**config.mk**
```make
export PLATFORM = sky130hd
export DESIGN_NAME = tbfo_ram
export DESIGN_NICKNAME = d
export VERILOG_FILES = /design/src/hdl/tbfo_ram.sv
export SDC_FILE = /design/constraint.sdc
export NUM_CORES = 1
export LEC_CHECK = 0
export BUFFER_PORTS_ARGS = -buffer_cell sky130_fd_sc_hd__buf_2
export CORE_UTILIZATION = 40
export CTS_BUF_LIST = sky130_fd_sc_hd__clkbuf_8
export CTS_CLUSTER_DIAMETER = 30
export DETAILED_ROUTE_END_ITERATION = 16
export GPL_TIMING_DRIVEN = 0
export PLACE_DENSITY = 0.58
export SYNTH_ARGS = -nofsm -noshare
export SYNTH_HDL_FRONTEND = slang
export SYNTH_SLANG_ARGS = --single-unit
```
**constraint.sdc**
```tcl
create_clock -name clk -period 1.6 [get_ports clk]
set_input_delay 0.08 -clock clk [delete_from_list [all_inputs] [get_ports clk]]
set_output_delay 0.08 -clock clk [all_outputs]
set_load 0.01 [all_outputs]
```
**src/hdl/tbfo_ram.sv**
```systemverilog
// ----------------------------------------------------------------------------
// tbfo_ram
// Generic single-port RAM with registered read data.
// ----------------------------------------------------------------------------
module tbfo_ram #(
	parameter int WIDTH = 8,
	parameter int DEPTH = 16
) (
	input  logic                     clk,
	input  logic                     en,
	input  logic                     we,
	input  logic [$clog2(DEPTH)-1:0] addr,
	input  logic [WIDTH-1:0]         wdata,
	output logic [WIDTH-1:0]         rdata
);
	logic [WIDTH-1:0] mem [DEPTH];

	always_ff @(posedge clk) begin
		if (en) begin
			if (we) begin
				mem[addr] <= wdata;
			end
			rdata <= mem[addr];
		end
	end
endmodule

```
# Yosys cells after proc, flatten, opt, wreduce, memory -nomap -nowiden
# Memory sizes are Yosys's and may differ from the RTL's. A register that Yosys moved wholly into a read port is not among the register bits.
# Cells that the tools add are included.
# W data, S select, Z words.
[word_totals] memories=1 mem_bits_rw=128 wordCells=4 regBits=0 inputBits=15
[classes] n_mux=3
[mem_list] name="mem" depth=16 word_bits=8 rd=1 rd_ports_with_merged_regs=1 write_ports=1 line_no="16" source="logic [WIDTH-1:0] mem [DEPTH];"
[op_table] op="$mux W1" count=3

# Longest topological paths before layout
# Gate-level depths: netlist of the first run.
[logic_depth] depth_word=3 mapped_depth=5

# Worst setup path after synthesis of the first run
# OpenSTA, ideal clock, no wires.
[synth_path] path_type="input -> register" startpoint="input port addr[0]" endpoint="memory mem[0][0] (enable)" path_slack_ns=-0.202 arrival_ns=1.419 setup_time_ns=0.383 t_required_ns=1.217 path_stages=4 path_cell_list="buf_6 buf_2 or3_1 nor3_1"
[synth_rtl] element="start: declaration" line_no="12" source="input logic [$clog2(DEPTH)-1:0] addr,"
[synth_rtl] element="end: declaration" line_no="16"
# No word-level cell before the write port.

==> Flow_metrics.wiki, run 1 <==
{| class="wikitable"
! Metric !! Value
|-
| Clock buffers created by TritonCTS || 17
|-
| Number of buffers inserted by hold repair at cts || 0
|-
| Leading cell types by total area after synthesis || edfxtp_1 78%, mux4_1 8.0%, mux4_2 6.9%, a22oi_1 2.3%, nor2_1 0.93%
|-
| Nets || 287
|-
| Vias in the first global route || 2,430
|-
| Post-route setup TNS || 0 ps
|-
| Residual antenna-violating net count after detailed routing || 0
|-
| Later-pin clock latency in the skew report || about 420 ps
|-
| Port buffer count || 20
|-
| Outcome || finished, final reports clean
|-
| Minimum clock period after layout || 1550 ps
|-
| Slowest cell delay on critical path || 570 ps
|-
| Max-slew violation count || 0
|-
| Cell type group with the largest total delay on the critical path || multiplexers
|-
| Horizontal die dimension || 116 um
|-
| Core area || 12,700 um2
|-
| Power density normalized to cell area || 1090 nW/um2
|-
| Combined global-route utilization of all metal layers || 0.161
|-
| Largest fanout of any net on the critical path || 1
|-
| Half-perimeter wire length of the detailed placement result || roughly 6000 um
|-
| Final weighted congestion of routability-driven global placement || 0.712
|-
| Post-place setup slack || -688 ps
|-
| Final instance area || between 5000 and 6000 um2
|-
| Fin Hold WS || 46.5 ps
|-
| Worst hold start || en
|-
| Primary FF master, synth || edfxtp_1
|-
| Clock sink total || 136
|-
| Critical-path cell with the highest stage delay || mux4_1
|-
| Fmax || 0.647 GHz
|-
| CP Data Arrival Time || 1720 ps
|-
| Max transition margin || 0.451
|-
| Initial antenna violation count || 0
|-
| Maximum ir drop on the vdd rail || 0.500 mV
|-
| Average wire per cell in the routed design || 21.4 um
|-
| Launch point of the critical path || mem[1][1]$_DFFE_PP_
|-
| Reg2reg setup slack || 50 ps
|-
| Post-CTS setup-driven buffer insertion count || 0
|-
| Critical path buffers and inverters || 0
|-
| Commonest cells in the synthesized netlist || 136 x edfxtp_1, 16 x a22oi_1, 16 x mux4_1, 16 x mux4_2, 13 x nor2_1
|-
| CTS HTree Levels || 4
|-
| Root Driver || clkbuf_8
|-
| Synth Instances || 233
|-
| Min setup slack post-route || approximately 55 ps
|-
| Placement Cell Area || 5570 um2
|-
| Overall die area || 13,500 um2
|-
| Global-route wire length before repair || 14,200 um
|-
| Final Non-Filler Cells || 455
|-
| Startpoint types || register
|-
| Final-report setup violation count || 0
|-
| First-pass detailed-route iteration total || 5
|-
| P&R area growth vs syn || 13.1%
|-
| Number of synthesized flops with an enable pin || 136
|-
| Sequential-to-total area share from yosys stat || 0.781
|-
| Max Buffers Root-to-Sink || 2
|-
| Num rows || 41
|-
| Largest net degree at the start of global routing || 17
|-
| Post-synthesis cell type count || 18
|-
| Synthesis-stage register bit count || 136
|-
| Worst Hold Class || input pin to register
|-
| Transition time at the pin with the least slew margin || 821 ps
|-
| Period utilization || 0.966
|-
| Category of the critical setup timing path || register to register
|-
| Synthesis warning total || 0
|-
| Category of the worst setup path capture point || register
|-
| Skew final || 8.63 ps
|-
| Starting density of the core || 0.413
|-
| TritonCTS clock tree || yes
|-
| Series of cell instances along the critical path || mux4_1, a22oi_2, nand2_1
|-
| Most frequent cell after synthesis || edfxtp_1
|-
| Launching point of the worst reg2reg path || mem[1][1]$_DFFE_PP_
|-
| Final Routed Wirelength || between 9000 and 10,000 um
|-
| RSZ-0062 raised after global routing || yes
|-
| Syn_nets || between 200 and 250
|-
| Avg Vias per Cell || between 5 and 6
|-
| IO Pins || 23
|-
| Count of final hold-check violations || 0
|-
| Data required time at the worst endpoint || 1780 ps
|-
| Diodes inserted || 0
|-
| Maximum capacitance violations || 0
|-
| Total via count in the routed design || 2,363
|-
| Overflow left after global routing || 0
|-
| Synth Area per Inst || about 22 um2
|-
| Leak pwr || around 1.9 nW
|-
| Combined area of all synthesized cells || around 5200 um2
|-
| Number of design-rule violations left by the first detailed-router iteration || about 230
|-
| Fraction of final layout cells with drive strength greater than 1 || 0.286
|-
| Vertical extent of the die || 116 um
|-
| Post-layout total power || between 6 and 7 mW
|-
| Dominant cell type by area after synthesis || edfxtp_1
|-
| Layout Utilization || 0.467
|-
| DRC errors left || 0
|-
| Top-area cell type share of the netlist area || 0.781
|-
| Clock transition at path regs || 70 ps
|-
| Placed instance count || roughly 430
|-
| Fraction of registers with async set or reset after synthesis || 0
|}
timing repair:
item / 4_1_cts / 5_1_grt
setup endpoints to repair: 76 / 41
pin swaps: 0 / 1
gates cloned: 0 / 0
resized for setup: 10 / 7
flip-flops by register name (all words and copies together), names as in the netlist:
register,count
rdata,8
mem,128
kinds of logic after synthesis:
group / synth area share
flip-flops: 0.781
AND/OR/NAND/NOR: 0.0321
multiplexers: 0.149
AO/OA/AOI/OAI: 0.0230
buffers and inverters: 0.0151
cells in the final DEF (no fill, tap or decap):
master    count
a22oi_1       9
a22oi_2       7
and2_1        1
buf_1         2
buf_2        24
buf_6         2
buf_8         1
clkbuf_1      4
clkbuf_8     17
clkinv_1      7
clkinv_2      2
edfxtp_1    136
inv_1         4
mux4_1       16
mux4_2       16
nand2_1      10
nand2b_1      2
nand4_1       1
nand4b_1      2
nor2_1        5
nor2_2        8
nor2b_1       2
nor3_2        3
nor3_4        1
or3_1         1
report_power, final:
part	switching [mW]	leakage, nW	internal, mW
Combinational	0.224	0.506	0.142
Clock	1.12	0.162	0.982
Sequential	0.0105	1.23	3.98
Total	1.36	1.90	5.11
path summary, 6_finish.rpt:
path	end	depth (start not counted)
max reg2reg	rdata[1]$_DFFE_PP_	3
min reg2reg	rdata[1]$_DFFE_PP_	3
max	rdata[1]$_DFFE_PP_	3
min	rdata[3]$_DFFE_PP_	1
routing by layer:
metal,share of wire,track usage,wire length (um)
met3,0.057,0.0374,556
met2,0.51,0.259,4960
met4,0.023,0.0769,227
met5,0,0,0
met1,0.41,0.207,3990
final cells by class:
class / count / area [um2]
Timing Repair Buffer: 20 / 100
Clock inverter: 13 / 51.3
Clock buffer: 17 / 234
Buffer: 13 / 80.1
Sequential cell: 136 / 4080
Tap cell: 172 / 215
Multi-Input combinational cell: 84 / 1150
Fill cell: 1072 / 6760
Power figures use the tool's default switching activity.
==> run 2: changes to the inputs <==
--- a/config.mk
+++ b/config.mk
@@ -12,6 +12,7 @@
 export DETAILED_ROUTE_END_ITERATION = 16
 export GPL_TIMING_DRIVEN = 0
 export PLACE_DENSITY = 0.58
+export RECOVER_POWER = 25
 export SYNTH_ARGS = -nofsm -noshare
 export SYNTH_HDL_FRONTEND = slang
 export SYNTH_SLANG_ARGS = --single-unit
==> run 2 against run 1 <==
Compared with the run above:
- largest cell class unchanged
- flip-flop and latch count did not move
- highest routed layer unchanged
- worst hold slack improved by 2.1 ps
- setup slack barely moved
- maximum frequency barely moved
- total power barely moved
==> Flow_metrics.wiki, run 2 (synthesis gave the netlist of run 1 again) <==
{| class="wikitable"
! Metric !! Value
|-
| Root Driver || clkbuf_8
|-
| Fmax || 0.647 GHz (about the same)
|-
| Seq. cell area || 4080 um2 (unchanged)
|-
| Startpoint types || register
|-
| Max Buffers Root-to-Sink || 2 (unchanged)
|-
| Count of final hold-check violations || 0 (unchanged)
|-
| Regs by FF count || mem (128), rdata (8)
|-
| Power density normalized to cell area || 1090 nW/um2 (about the same)
|-
| Initial antenna violation count || 0 (unchanged)
|-
| Overflow left after global routing || 0 (unchanged)
|-
| Launch point of the critical path || mem[1][1]$_DFFE_PP_
|-
| First-pass detailed-route iteration total || 5 (unchanged)
|-
| Horizontal die dimension || 116 um (unchanged)
|-
| Outcome || finished, final reports clean
|-
| Fraction of final layout cells with drive strength greater than 1 || 0.269 (-0.0177)
|-
| Placement Cell Area || 5570 um2 (unchanged)
|-
| Clock sink total || 136 (unchanged)
|-
| Top library cells by usage in the layout, fill and taps aside || 136 x edfxtp_1, 19 x buf_2, 17 x clkbuf_8, 16 x mux4_1, 16 x mux4_2
|-
| Num rows || 41 (unchanged)
|-
| IO Pins || 23 (unchanged)
|-
| Fin Hold WS || 48.6 ps (+2.11 ps)
|-
| Global-route wire length before repair || 14,200 um (unchanged)
|-
| Final weighted congestion of routability-driven global placement || 0.712 (unchanged)
|-
| Final-report setup violation count || 0 (unchanged)
|-
| Logic depth of the worst register-to-register path || 3 (unchanged)
|-
| Maximum ir drop on the vdd rail || 0.498 mV (-0.44%)
|-
| Number of flip-flops in the largest register || 128 (unchanged)
|-
| Period utilization || 0.966 (about the same)
|-
| Multi-input gate area in the final layout || 1150 um2 (unchanged)
|-
| CTS HTree Levels || 4 (unchanged)
|-
| Maximum capacitance violations || 0 (unchanged)
|-
| Half-perimeter wire length of the detailed placement result || 6080 um (unchanged)
|-
| Max-slew violation count || 0 (unchanged)
|-
| Average wire per cell in the routed design || 21.4 um (+0.13%)
|-
| Skew final || 8.37 ps (-0.255 ps)
|-
| Core area || 12,700 um2 (unchanged)
|-
| Worst Hold Class || input pin to register
|-
| Most flops, register || mem
|-
| Max transition margin || 0.453 (+0.00266)
|-
| Transition time at the pin with the least slew margin || 817 ps (-3.97 ps)
|-
| Nets || 287 (unchanged)
|-
| RSZ-0062 raised after global routing || yes
|-
| Leak pwr || 1.89 nW (-0.72%)
|-
| Avg Vias per Cell || 5.17 (-0.38%)
|-
| Minimum clock period after layout || 1550 ps (+0.254 ps)
|-
| Total via count in the routed design || 2,354 (-0.38%)
|-
| Final Routed Wirelength || 9760 um (+0.13%)
|-
| Largest net degree at the start of global routing || 17 (unchanged)
|-
| Number of buffers inserted by hold repair at cts || 0 (unchanged)
|-
| Number of design-rule violations left by the first detailed-router iteration || 236 (+0.85%)
|-
| DRC errors left || 0 (unchanged)
|-
| CP Data Arrival Time || 1720 ps (about the same)
|-
| Largest fanout of any net on the critical path || 1 (unchanged)
|-
| P&R area growth vs syn || 12.9%
|-
| Layout Utilization || 0.466 (-0.000494)
|-
| Final instance area || 5910 um2 (-0.11%)
|-
| Port buffer count || 20 (unchanged)
|-
| Overall die area || 13,500 um2 (unchanged)
|-
| Later-pin clock latency in the skew report || 420 ps (about the same)
|-
| Combined global-route utilization of all metal layers || 0.161 (unchanged)
|-
| Residual antenna-violating net count after detailed routing || 0 (unchanged)
|-
| Diodes inserted || 0 (unchanged)
|-
| TritonCTS clock tree || yes
|-
| R2R Path End || rdata[1]$_DFFE_PP_
|-
| Filler cell count in the final layout || 1,073 (+0.093%)
|-
| Endpoint of the worst setup timing path || rdata[1]$_DFFE_PP_
|-
| Clock transition at path regs || 70 ps (about the same)
|-
| Category of the critical setup timing path || register to register
|-
| Data required time at the worst endpoint || 1780 ps (about the same)
|-
| Category of the worst setup path capture point || register
|-
| Launching point of the worst reg2reg path || mem[1][1]$_DFFE_PP_
|-
| Vias in the first global route || 2,430 (unchanged)
|-
| Leading cell type in the layout, fill and taps excluded || edfxtp_1
|-
| Clock buffers created by TritonCTS || 17 (unchanged)
|-
| Reg2reg setup slack || 50 ps (about the same)
|-
| Vertical extent of the die || 116 um (unchanged)
|-
| Starting density of the core || 0.413 (unchanged)
|}
run 2: cell types whose count changed in the layout (fill, tap and decap cells not counted), sizes merged:
cell	change
buf	-5
clkbuf	+5
run 2: repair_timing:
action,in CTS,in global routing
pin swaps,0,1
setup endpoints to repair,76,41
resized for setup,10,7
buffers inserted,0,0
run 2: power breakdown:
group          switching, mW  internal (mW)
Sequential            0.0105           3.98
Combinational          0.225          0.140
Clock                   1.12          0.982
run 2: critical path, stage by stage, from the launching register on:
cell      delay (ps)
edfxtp_1         360
mux4_1           570
a22oi_2          300
nand2_1           80
run 2: layer usage:
layer | GRT usage | part of all wire | wire length (um) | up-vias
li1 | - | - | - | 1073
met1 | 0.207 | 0.42 | 4100 | 1210
met2 | 0.259 | 0.51 | 4950 | 58
met3 | 0.0374 | 0.050 | 487 | 13
met4 | 0.0769 | 0.023 | 225 | 0
met5 | 0 | 0 | 0 | -
run 2: stage by stage:
stage	instances	power, mW	TNS, ps	setup WS (ps)
after floorplan	233	4.27	0	24.5
after global placement	425	4.42	-61840	-601
after detailed placement	425	4.43	-66220	-688
after CTS	455	6.53	0	27.7
after global routing	455	6.70	-474	-35.3
final	455	6.46	0	54.4
run 2: worst min path at each step:
stage / end / from / depth (start not counted)
floorplan: mem[0][0]$_DFFE_PP_ / wdata[0] / 0
global placement: mem[1][3]$_DFFE_PP_ / wdata[3] / 1
detailed placement: rdata[3] / rdata[3]$_DFFE_PP_ / 1
CTS: rdata[2]$_DFFE_PP_ / en / 1
global route: rdata[2]$_DFFE_PP_ / en / 1
finish: rdata[2]$_DFFE_PP_ / en / 1
run 2: cell type report:
cell class | count | area share
timing repair buffer | 20 | 0.0159
clock buffer | 17 | 0.0396
sequential | 136 | 0.691
clock inverter | 13 | 0.00868
multi-input combinational | 84 | 0.195
tap | 172 | 0.0364
buffer | 13 | 0.0136
==> run 3: changes to the inputs <==
--- a/config.mk
+++ b/config.mk
@@ -6,11 +6,13 @@
 export NUM_CORES = 1
 export LEC_CHECK = 0
 export BUFFER_PORTS_ARGS = -buffer_cell sky130_fd_sc_hd__buf_2
+export CORE_MARGIN = 2
 export CORE_UTILIZATION = 40
 export CTS_BUF_LIST = sky130_fd_sc_hd__clkbuf_8
 export CTS_CLUSTER_DIAMETER = 30
 export DETAILED_ROUTE_END_ITERATION = 16
 export GPL_TIMING_DRIVEN = 0
+export HOLD_SLACK_MARGIN = 0.08
 export PLACE_DENSITY = 0.58
 export RECOVER_POWER = 25
 export SYNTH_ARGS = -nofsm -noshare
==> run 3 against run 2 <==
Compared with the run above:
- the flow now finishes with violations (setup timing)
- critical path type is now input pin to register
- largest power group unchanged
- register-to-register slack barely moved
- highest routed layer unchanged
- clock power rose by 28%
- via count rose by 2.3%
==> Flow_metrics.wiki, run 3 (synthesis gave the netlist of run 1 again) <==
{| class="wikitable"
! Metric !! Value
|-
| Clock buffers created by TritonCTS || 17 (unchanged)
|-
| Minimum clock period after layout || 1610 ps (+61.4 ps)
|-
| Fmax || 0.622 GHz (-3.8%)
|-
| Period utilization || 1.00 (+0.0384)
|-
| Nets || 301 (+4.9%)
|-
| Largest net degree at the start of global routing || 17 (unchanged)
|-
| Number of flip-flops in the largest register || 128 (unchanged)
|-
| Final-report setup violation count || 8 (+8)
|-
| RSZ-0062 raised after global routing || yes
|-
| Global-route wire length before repair || 14,700 um (+3.2%)
|-
| Largest fanout of any net on the critical path || 10 (+9)
|-
| Clock network fraction of design power || 0.380 (+0.055)
|-
| Horizontal die dimension || 118 um (+1.7%)
|-
| Clock transition at path regs || 70 ps (about the same)
|-
| Vertical extent of the die || 118 um (+1.7%)
|-
| Power density normalized to cell area || 1150 nW/um2 (+5.0%)
|-
| Clock sink total || 136 (unchanged)
|-
| First-pass detailed-route iteration total || 5 (unchanged)
|-
| Outcome || complete, but fails checks
|-
| Failing checks || setup timing
|-
| Min setup slack post-route || -7.04 ps (-61.4 ps)
|-
| Avg Vias per Cell || 5.11 (-1.1%)
|-
| Leading cell type in the layout, fill and taps excluded || edfxtp_1
|-
| Maximum ir drop on the vdd rail || 0.424 mV (-15%)
|-
| CP Data Arrival Time || 1680 ps (-40 ps)
|-
| Cell-internal power || 5.62 mW (+10%)
|-
| Most flops, register || mem
|-
| Regs by FF count || mem (128), rdata (8)
|-
| Max transition margin || 0.482 (+0.0288)
|-
| Sequential cell fraction of total power || 0.566 (-0.052)
|-
| Fraction of final layout cells with drive strength greater than 1 || 0.284 (+0.0157)
|-
| Later-pin clock latency in the skew report || 430 ps (about the same)
|-
| Num rows || 41 (unchanged)
|-
| Worst Hold Class || input pin to register
|-
| Initial antenna violation count || 0 (unchanged)
|-
| DRC errors left || 0 (unchanged)
|-
| Half-perimeter wire length of the detailed placement result || 6070 um (-0.18%)
|-
| Starting density of the core || 0.413 (unchanged)
|-
| Post-route setup TNS || -27.6 ps (-27.6 ps)
|-
| Category of the worst setup path capture point || register
|-
| Port buffer count || 20 (unchanged)
|-
| Number of design-rule violations left by the first detailed-router iteration || 279 (+18%)
|-
| Overall die area || 14,000 um2 (+3.5%)
|-
| CTS HTree Levels || 4 (unchanged)
|-
| Final weighted congestion of routability-driven global placement || 0.752 (+5.7%)
|-
| Count of final hold-check violations || 0 (unchanged)
|-
| Top library cells by usage in the layout, fill and taps aside || 136 x edfxtp_1, 18 x buf_2, 17 x clkbuf_8, 16 x mux4_1, 16 x mux4_2
|-
| Residual antenna-violating net count after detailed routing || 0 (unchanged)
|-
| Leak pwr || 1.99 nW (+5.6%)
|-
| Diodes inserted || 0 (unchanged)
|-
| Category of the critical setup timing path || input pin to register
|-
| Root Driver || clkbuf_8
|-
| Final Routed Wirelength || 9880 um (+1.2%)
|-
| Final Non-Filler Cells || 471 (+3.5%)
|-
| Average wire per cell in the routed design || 21.0 um (-2.2%)
|-
| Fin Hold WS || 203 ps (+155 ps)
|-
| Vias in the first global route || 2,391 (-1.6%)
|-
| Placement Cell Area || 5570 um2 (unchanged)
|-
| Max Buffers Root-to-Sink || 2 (unchanged)
|-
| Placed instance count || 425 (unchanged)
|-
| Final instance area || 6140 um2 (+3.9%)
|-
| Startpoint types || input pin
|-
| Core area || 12,700 um2 (unchanged)
|-
| Overflow left after global routing || 0 (unchanged)
|-
| Combined global-route utilization of all metal layers || 0.151 (-0.0100)
|-
| Maximum capacitance violations || 0 (unchanged)
|-
| TritonCTS clock tree || yes
|-
| Switching power || 1.43 mW (+5.5%)
|-
| Transition time at the pin with the least slew margin || 777 ps (-40.1 ps)
|-
| IO Pins || 23 (unchanged)
|-
| Skew final || 14.1 ps (+5.70 ps)
|-
| Post-layout total power || 7.05 mW (+9.2%)
|-
| Net switching fraction of the power || 0.203 (-0.00705)
|-
| Max-slew violation count || 0 (unchanged)
|-
| Combinational fraction of design power || 0.054 (-0.002)
|-
| P&R area growth vs syn || 17.4%
|-
| Data required time at the worst endpoint || 1670 ps (-110 ps)
|-
| Total via count in the routed design || 2,409 (+2.3%)
|}
-- run 3: changes by cell type in the layout (fill, tap and decap cells not counted), moves of 3 or more --
cell           change
dlygate4sd3_1      +9
a22oi_1            +5
a22oi_2            -5
buf_4              +5
nor2_1             -4
bufinv_16          +3
clkinv_1           -3
nor2_4             +3
-- run 3: power by group through the flow --
stage	Clock, mW	Sequential [mW]	Combinational [mW]
global placement	0	4.07	0.350
finish	2.68	3.99	0.382
detailed placement	0	4.07	0.356
floorplan	0	4.08	0.190
CTS	2.72	3.99	0.377
global route	2.87	4.00	0.414
-- run 3: metrics by stage --
stage                     utilization  setup slack, ps
after floorplan                     -             24.5
after global placement          0.439             -596
after detailed placement        0.439             -611
after CTS                       0.479             -173
after global routing            0.485            -96.2
final                           0.485            -7.04
-- run 3: worst max-delay path, stage by stage --
cell and delay (ps):
buf_2 200, buf_1 480, nand4b_1 400, nor2_2 520
-- run 3: repair_timing --
item                       4_1_cts  5_1_grt
setup endpoints to repair       64       94
hold buffers                     9        0
hold endpoints to repair       136        0
setup buffers                    2        3
pin swaps                        1        2
gates cloned                     0        0
resized for setup                4       16
-- run 3: area by class of cell --
cell class | count | area (um2)
plain buffers | 13 | 78.8
clock buffers | 17 | 234
flip-flops and latches | 136 | 4080
fillers | 1040 | 6530
clock inverters | 15 | 144
repair buffers | 34 | 221
well taps | 172 | 215
multi-input cells | 84 | 1160
-- run 3: worst paths after layout --
path                        from                   end  slack [ps]  depth (start not counted)
max                      addr[1]  mem[14][1]$_DFFE_PP_          -7                          4
min                           we  mem[15][0]$_DFFE_PP_         200                          3
max reg2reg  mem[2][7]$_DFFE_PP_    rdata[7]$_DFFE_PP_          40                          3
min reg2reg  mem[4][5]$_DFFE_PP_    rdata[5]$_DFFE_PP_         750                          3
-- run 3: layer usage --
layer | track usage | routed length, um | vias to the layer above
li1 | - | - | 1096
met1 | 0.203 | 4180 | 1241
met3 | 0.0425 | 608 | 11
met2 | 0.229 | 4950 | 61
met4 | 0.0663 | 138 | 0
met5 | 0 | 0 | -
